<file path="config.mk">
export PLATFORM = sky130hd
export DESIGN_NAME = rbsi_merge
export DESIGN_NICKNAME = d
export VERILOG_FILES = /design/src/rtl/rbsi_pkg.sv /design/src/rtl/rbsi_merge.sv
export SDC_FILE = /design/constraint.sdc
export NUM_CORES = 1
export LEC_CHECK = 0
export ABC_AREA = 1
export BUFFER_PORTS_ARGS = -buffer_cell sky130_fd_sc_hd__buf_2
export CAP_MARGIN = 15
export CORE_UTILIZATION = 40
export CTS_CLUSTER_SIZE = 40
export DETAILED_ROUTE_END_ITERATION = 8
export GPL_TIMING_DRIVEN = 0
export PLACE_DENSITY = 0.57
export SKIP_CTS_REPAIR_TIMING = 1
export SKIP_LAST_GASP = 1
export SYNTH_ARGS = -nofsm -noshare
export SYNTH_HDL_FRONTEND = slang
export SYNTH_SLANG_ARGS = --single-unit
export TNS_END_PERCENT = 10
</file>
<file path="constraint.sdc">
create_clock -name i_clk -period 15.9 [get_ports i_clk]
set_input_delay 3.18 -clock i_clk [delete_from_list [all_inputs] [get_ports i_clk]]
set_output_delay 3.18 -clock i_clk [all_outputs]
set_load 0.03 [all_outputs]
</file>
<file path="src/rtl/rbsi_pkg.sv">
package rbsi_pkg;

    localparam int unsigned AXES        = 3;
    localparam int unsigned DIVS        = 2 * AXES;
    localparam int unsigned NUM_W       = 49;
    localparam int unsigned DEN_W       = 32;
    localparam int unsigned QUO_W       = 32;
    // One overflow stage plus one stage per quotient bit.
    localparam int unsigned DIV_STAGES  = QUO_W + 1;
    // Side flags wait for the input stage and the divider.
    localparam int unsigned SIDE_DEPTH  = DIV_STAGES + 1;

    localparam logic signed [31:0] Q_MAX = 32'sh7FFF_FFFF;
    localparam logic signed [31:0] Q_MIN = 32'sh8000_0000;

    typedef struct packed {
        logic signed [31:0] origin_x;
        logic signed [31:0] origin_y;
        logic signed [31:0] origin_z;
        logic signed [31:0] dir_x;
        logic signed [31:0] dir_y;
        logic signed [31:0] dir_z;
        logic signed [31:0] box_min_x;
        logic signed [31:0] box_min_y;
        logic signed [31:0] box_min_z;
        logic signed [31:0] box_max_x;
        logic signed [31:0] box_max_y;
        logic signed [31:0] box_max_z;
    } t_ray_in;

    typedef struct packed {
        logic        hit;
        logic [30:0] entry_distance;
    } t_ray_out;

    typedef struct packed {
        logic              vld;
        logic [AXES-1:0]   par;
        logic [AXES-1:0]   pmiss;
    } t_side;

    typedef struct packed {
        logic [QUO_W-1:0] q;
        logic             ovf;
        logic             neg;
    } t_quot;

endpackage

</file>
<file path="src/rtl/rbsi_merge.sv">
module rbsi_merge
    import rbsi_pkg::*;
(
    input  logic     i_clk,
    input  logic     i_rst_n,
    input  logic     i_en,
    input  t_side    i_side,
    input  t_quot    i_quot [DIVS],
    output logic     o_valid,
    output t_ray_out o_data
);

    logic signed [31:0] n_t [DIVS];
    logic signed [31:0] r_t [DIVS];
    t_side              r_side;
    logic               r_valid;
    t_ray_out           r_data;
    logic signed [31:0] w_lo;
    logic signed [31:0] w_hi;
    logic signed [31:0] w_a;
    logic signed [31:0] w_b;
    t_ray_out           n_data;

    // Saturate each quotient to the signed Q16.16 range.
    always_comb begin
        for (int i = 0; i < DIVS; i++) begin
            if (i_quot[i].neg) begin
                if (i_quot[i].ovf || (i_quot[i].q[31] && (|i_quot[i].q[30:0])))
                    n_t[i] = Q_MIN;
                else
                    n_t[i] = -$signed(i_quot[i].q);
            end else begin
                if (i_quot[i].ovf || i_quot[i].q[31])
                    n_t[i] = Q_MAX;
                else
                    n_t[i] = $signed({1'b0, i_quot[i].q[30:0]});
            end
        end
    end

    // Order each pair and narrow the interval; parallel axes leave it alone.
    always_comb begin
        w_lo = '0;
        w_hi = Q_MAX;
        w_a  = '0;
        w_b  = '0;
        for (int a = 0; a < AXES; a++) begin
            w_a = (r_t[2*a] > r_t[2*a+1]) ? r_t[2*a+1] : r_t[2*a];
            w_b = (r_t[2*a] > r_t[2*a+1]) ? r_t[2*a] : r_t[2*a+1];
            if (!r_side.par[a]) begin
                if (w_a > w_lo) w_lo = w_a;
                if (w_b < w_hi) w_hi = w_b;
            end
        end
        n_data.hit            = !(|r_side.pmiss) && (w_lo <= w_hi);
        n_data.entry_distance = n_data.hit ? w_lo[30:0] : '0;
    end

    always_ff @(posedge i_clk) begin
        if (!i_rst_n) begin
            r_side.vld <= 1'b0;
            r_valid    <= 1'b0;
        end else if (i_en) begin
            r_side.vld <= i_side.vld;
            r_valid    <= r_side.vld;
        end
        if (i_en) begin
            r_t          <= n_t;
            r_side.par   <= i_side.par;
            r_side.pmiss <= i_side.pmiss;
            r_data       <= n_data;
        end
    end

    assign o_valid = r_valid;
    assign o_data  = r_data;

endmodule

</file>
==> results of run 1 <==
-- worst min-delay path: cells and delay by family, from the launching register on --
kind,cells,cell delay [ns]
DFF,1,0.31
and+or+nand+nor,2,0.14
-- worst paths after layout --
path	slack (ns)	from	to	cells past startpoint
hold / removal	0.49	r_side[6]	o_valid	2
setup reg to reg	3.22	r_t[133]	o_data[29]	56
hold reg to reg	0.49	r_side[6]	o_valid	2
setup / recovery	3.22	r_t[133]	o_data[29]	56
-- per-stage QoR --
step | hold slack, ns | instances | power [W]
finish | 0.490 | 4216 | 0.00315
global route | 0.524 | 4216 | 0.00338
CTS | 0.495 | 4216 | 0.00313
detailed placement | 0.486 | 4166 | 0.00250
global placement | 0.456 | 4165 | 0.00247
floorplan | 0.448 | 3163 | 0.00188
-- cells by family (layout without fill, tap and decap cells) --
kind of cell             Yosys count  in the layout  synth area share [%]
AO/OA/AOI/OAI                    793            793                  19.3
XOR/XNOR                         132            132                  4.98
adder cells (fa/ha/maj)          260            260                  14.0
buffers and inverters            592            889                  9.97
flip-flops                       232            232                  29.9
other                              1              1                0.0162
AND/OR/NAND/NOR                 1153           1153                  21.8
-- power by group through the flow --
stage / registers (W) / logic (W) / clock network [W]
5_1_grt: 0.000799 / 0.00193 / 0.000654
4_1_cts: 0.000794 / 0.00170 / 0.000633
2_1_floorplan: 0.000793 / 0.00109 / 0
3_5_place_dp: 0.000805 / 0.00170 / 0
3_3_place_gp: 0.000809 / 0.00166 / 0
6_report: 0.000794 / 0.00174 / 0.000615
-- flip-flops by register name (all words and copies together), names as in the netlist --
signal	count
r_t	192
r_side	7
o_valid	1
o_data	32
-- layer usage --
layer / GRT usage [%] / routed length (um) / share of wire [%]
met5: 0 / 0 / 0
met4: 7.01 / 2230 / 2.6
met3: 2.50 / 4460 / 5.2
met2: 47.1 / 40000 / 47
met1: 38.3 / 38400 / 45
-- cells in the final DEF (no fill, tap or decap), drive strengths merged, types with 4 or more instances in the layout --
cell / n
xnor2: 16
o211ai: 4
nand4: 77
a21oi: 151
nand3: 88
inv: 459
clkbuf: 129
ha: 260
buf: 275
o21a: 6
nor4: 33
o21ai: 480
a211oi: 37
nand2: 632
or2: 10
nor3b: 6
nor2: 238
o221ai: 73
a31oi: 8
nor3: 54
edfxtp: 230
clkinv: 19
o41ai: 4
o31ai: 14
or3: 4
nand3b: 4
xor2: 116
-- layout make-up --
class | count | share of cell area, %
Multi-Input combinational cell | 2339 | 53.0
Sequential cell | 232 | 26.4
Buffer | 130 | 2.20
Clock buffer | 28 | 2.58
Timing Repair Buffer | 247 | 4.83
Clock inverter | 22 | 0.757
Inverter | 462 | 6.60
Tap cell | 756 | 3.60
==> flow_summary.ini, run 1 <==
[status]
status = completed

[die]
die_w_um = 243
die_y_um = 243
io_pins = 247
coreArea_um2 = 56800
initial_core_util_pct = 40.8
dieArea_um2 = 59000
rows = 87

[drt]
vias = 23300
wl_per_cell_um = 20.2
via_per_inst = 5.54
drt_pass1_iterations = 6
routed_wl_mm = 85.0
drt_iter0_markers = 1840
route.detailed.drc = 0
postRouteAntennaNets = 0

[logic_synthesis]
syn_inst = 3163
synth_cell_type_count = 53
synth-edff-count = 230
ys.flop_type = edfxtp_1
syn_area_um2 = 23200
yosysMostFrequentCell = nand2_1
async_flop_share_pct = 0
ys_seq_elements = 232
synth_top_area_cell = edfxtp_1
synth_top_area_share_pct = 29.8
synthTopCellsByArea = edfxtp_1, ha_1, nand2_1, o21ai_0, inv_1
yosysWarningCount = 0
synth-seq-area-share_pct = 29.9
synth_area_per_cell_um2 = 7.33
syn-num-nets = 3637
synthTopCellsByCount = nand2_1, inv_1, o21ai_0, ha_1, nor2_1

[worst_setup_path]
critPathKind = reg2reg
slowest_delay_ns = 0.57
end_kind = flop
cp.arrival_ns = 13.10
worst-path-buf-inv = 11
cpMostUsedCell = nand2_1
crit_required_ns = 16.32
crit_family = simple AND/OR/NAND/NOR gates
cp-start-kind = flop
slowest_stage = nor4b_1
crit_fanout = 10

[sta]
period_minus_slack_ns = 12.68
tightestPinTransition_ns = 1.03
slew_viol_final = 0
setup_viol = 0
fin_ws_ns = 3.22
fin_skew_ns = 0.0189
period_share_pct = 79.8
tns_ns = 0
rsz0062_at_grt = false
slew_headroom_pct = 30.3
hold_viol = 0
max_freq_mhz = 78.9

[worst_hold_path]
hold_class = reg2reg

[placed_design]
dpl_worst_slack_ns = 3.71
placed_area_um2 = 25400
numPortBuffers = 246
routabilityCongestion = 1.01
dp_hpwl_mm = 72.1

[power]
power_frac_seq_pct = 25.2
internal-power_w = 0.00164
combPwrFrac_pct = 55.2
ir_drop_v = 0.0000920
clkPwrFrac_pct = 19.5
leakagePower_nw = 12.1
sw_frac_of_total_pct = 48.0
power_density_nw_per_um2 = 120
power.net_switching_w = 0.00151

[global_route]
first_global_vias = 21300
grt_overflow = 0
grt_pass1_wl_mm = 126
grt_antenna_before_repair = 0
grt_max_degree = 118
gr-usage-all-layers_pct = 27.9

[finish]
final_cell_area_um2 = 26300
fill_cells = 5850
regArea_um2 = 6950
areaGrowthSynthToFinish_pct = 13.3
multi_input_area_um2 = 13900
nets = 3913
antenna_cells = 0
fin_util_pct = 46.3
drive_gt1_share_pct = 10.3

[clock_tree]
clkSlewWorstSetupHoldPaths_ns = 0.06
root_buffer = clkbuf_16
cts_tree = yes
clkLatencyLatePin_ns = 0.58
cts_buffers = 27
clk_path_buf_depth = 3
htree_levels = 1
cts_sinks = 232

[run]
max_cap_violations = 0
No activity file was read; power rests on OpenSTA's default activity.
==> run 2: changes to the inputs <==
--- a/config.mk
+++ b/config.mk
@@ -12,7 +12,7 @@
 export CTS_CLUSTER_SIZE = 40
 export DETAILED_ROUTE_END_ITERATION = 8
 export GPL_TIMING_DRIVEN = 0
-export PLACE_DENSITY = 0.57
+export PLACE_DENSITY = 0.59
 export SKIP_CTS_REPAIR_TIMING = 1
 export SKIP_LAST_GASP = 1
 export SYNTH_ARGS = -nofsm -noshare
==> constraint.sdc (replaced) <==
create_clock -name i_clk -period 11.4 [get_ports i_clk]
set_input_delay 2.28 -clock i_clk [delete_from_list [all_inputs] [get_ports i_clk]]
set_output_delay 2.28 -clock i_clk [all_outputs]
set_load 0.03 [all_outputs]
==> run 2 against run 1 <==
Compared with the run above: utilization is 0.084 points higher; count of clock-buffer cells in the layout is 1 lower; clock power is 29% higher; global-route usage is 2.4 points lower; sequential share of layout area hardly changed; critical path depth is 2 higher; die area stayed put; critical endpoint is now o_data[13]; non-clock buffer count stayed put; largest power group unchanged; cell count is 0.14% lower; largest cell class unchanged; via count is 3.6% lower.
==> flow_summary.ini, run 2 (synthesis gave the netlist of run 1 again) <==
[drt]
wl_per_cell_um = 18.3
route.met2.wl_mm = 34.5
route.met3.wl_mm = 5.20
vias = 22500
routed_wl_mm = 77.1
wl_met1_mm = 34.9
postRouteAntennaNets = 0
via_per_inst = 5.34
drt_iter0_markers = 1866
drt_pass1_iterations = 6
route.detailed.drc = 0
highest_layer = met4

[finish]
fin_util_pct = 46.4
largest_reg_flops = 192
finalNonFillerCells = 4210
regMostFlops = r_t
antenna_cells = 0
layout_common_cells = nand2_1, inv_1, o21ai_0, ha_1, buf_2
nets = 3911
final_cell_area_um2 = 26300
drive_gt1_share_pct = 11.1
areaGrowthSynthToFinish_pct = 13.5
final_common_cell = nand2_1

[power]
combPwrFrac_pct = 55.8
clkPwrFrac_pct = 18.5
power_density_nw_per_um2 = 163
internal-power_w = 0.00225
ir_drop_v = 0.000110
power.net_switching_w = 0.00204
sw_frac_of_total_pct = 47.5
leakagePower_nw = 12.1
power_frac_seq_pct = 25.7

[worst_setup_path]
ff2ff_setup_slack_ns = 0.73
slowest_stage = edfxtp_1
crit_required_ns = 11.82
crit_family = compound AO/OA/AOI/OAI gates
end_kind = flop
crit_fanout = 10
cp-start-kind = flop
cp.arrival_ns = 11.09
slowest_delay_ns = 0.45
critPathKind = reg2reg
worst-path-buf-inv = 10
cpMostUsedCell = nand2_1

[sta]
period_share_pct = 93.6
max_freq_mhz = 93.7
tightestPinTransition_ns = 0.876
hold_viol = 0
slew_headroom_pct = 41.6
fin_ws_ns = 0.728
period_minus_slack_ns = 10.67
fin_skew_ns = 0.0299
setup_viol = 0
slew_viol_final = 0
timing.hold.ws_ns = 0.483

[die]
rows = 87
io_pins = 247
die_y_um = 243
die_w_um = 243
coreArea_um2 = 56800
dieArea_um2 = 59000
initial_core_util_pct = 40.8

[placed_design]
placed_area_um2 = 25400
numPortBuffers = 246
dpl_worst_slack_ns = -0.309
dp_hpwl_mm = 64.9
dp.cells = 4166
routabilityCongestion = 1.01

[clock_tree]
root_buffer = clkbuf_16
clkLatencyLatePin_ns = 0.57
clk_path_buf_depth = 3
htree_levels = 1
clkSlewWorstSetupHoldPaths_ns = 0.06
cts_sinks = 232
cts_buffers = 25
cts_tree = yes

[status]
status = completed

[worst_hold_path]
hold_class = reg2reg

[global_route]
grt_max_degree = 122
gr-usage-all-layers_pct = 25.5
grt_antenna_before_repair = 0
grt_pass1_wl_mm = 117
grt_overflow = 0
first_global_vias = 20300

[run]
max_cap_violations = 0
-- run 2: cell count changes in the layout (fill, tap and decap cells not counted), sizes merged --
cell      previous run  this run
bufinv               3         2
buf                275       273
clkbuf             129       130
clkinvlp             3         2
clkinv              19        12
inv                459       463
-- run 2: final timing paths --
check	endpoint	start	depth (start not counted)
max reg2reg	o_data[13]	r_t[191]	58
max	o_data[13]	r_t[191]	58
min	o_valid	r_side[6]	2
min reg2reg	o_valid	r_side[6]	2
-- run 2: layout make-up --
| type | count | area [um2] |
|---|---|---|
| multi-input combinational | 2339 | 14000 |
| inverter | 462 | 1730 |
| clock inverter | 17 | 164 |
| buffer | 130 | 622 |
| clock buffer | 27 | 633 |
| fill | 5940 | 30500 |
| tap | 756 | 946 |
| sequential | 232 | 6950 |
| timing repair buffer | 247 | 1270 |
-- run 2: stage by stage --
step	power (W)	setup TNS, ns
5_1_grt	0.00463	-0.00828
6_report	0.00429	0
4_1_cts	0.00421	-6.87
3_3_place_gp	0.00339	-10.01
2_1_floorplan	0.00263	0
3_5_place_dp	0.00340	-6.23
-- run 2: tightest hold or removal path: stages (launching register included) --
cell	delay (ns)
dfxtp_1	0.32
nor2_1	0.04
nor2_1	0.08
-- run 2: metal layers --
layer  up-vias  GRT usage [%]
li1      11400              -
met1     10300           35.7
met2       704           40.7
met3       102           2.73
met4         0           8.36
met5         -              0
-- run 2: power by group through the flow --
stage | registers, W | clock network [W] | logic (W)
3_5_place_dp | 0.00112 | 0 | 0.00228
6_report | 0.00110 | 0.000793 | 0.00239
2_1_floorplan | 0.00111 | 0 | 0.00152
4_1_cts | 0.00110 | 0.000814 | 0.00229
5_1_grt | 0.00111 | 0.000847 | 0.00267
3_3_place_gp | 0.00113 | 0 | 0.00227
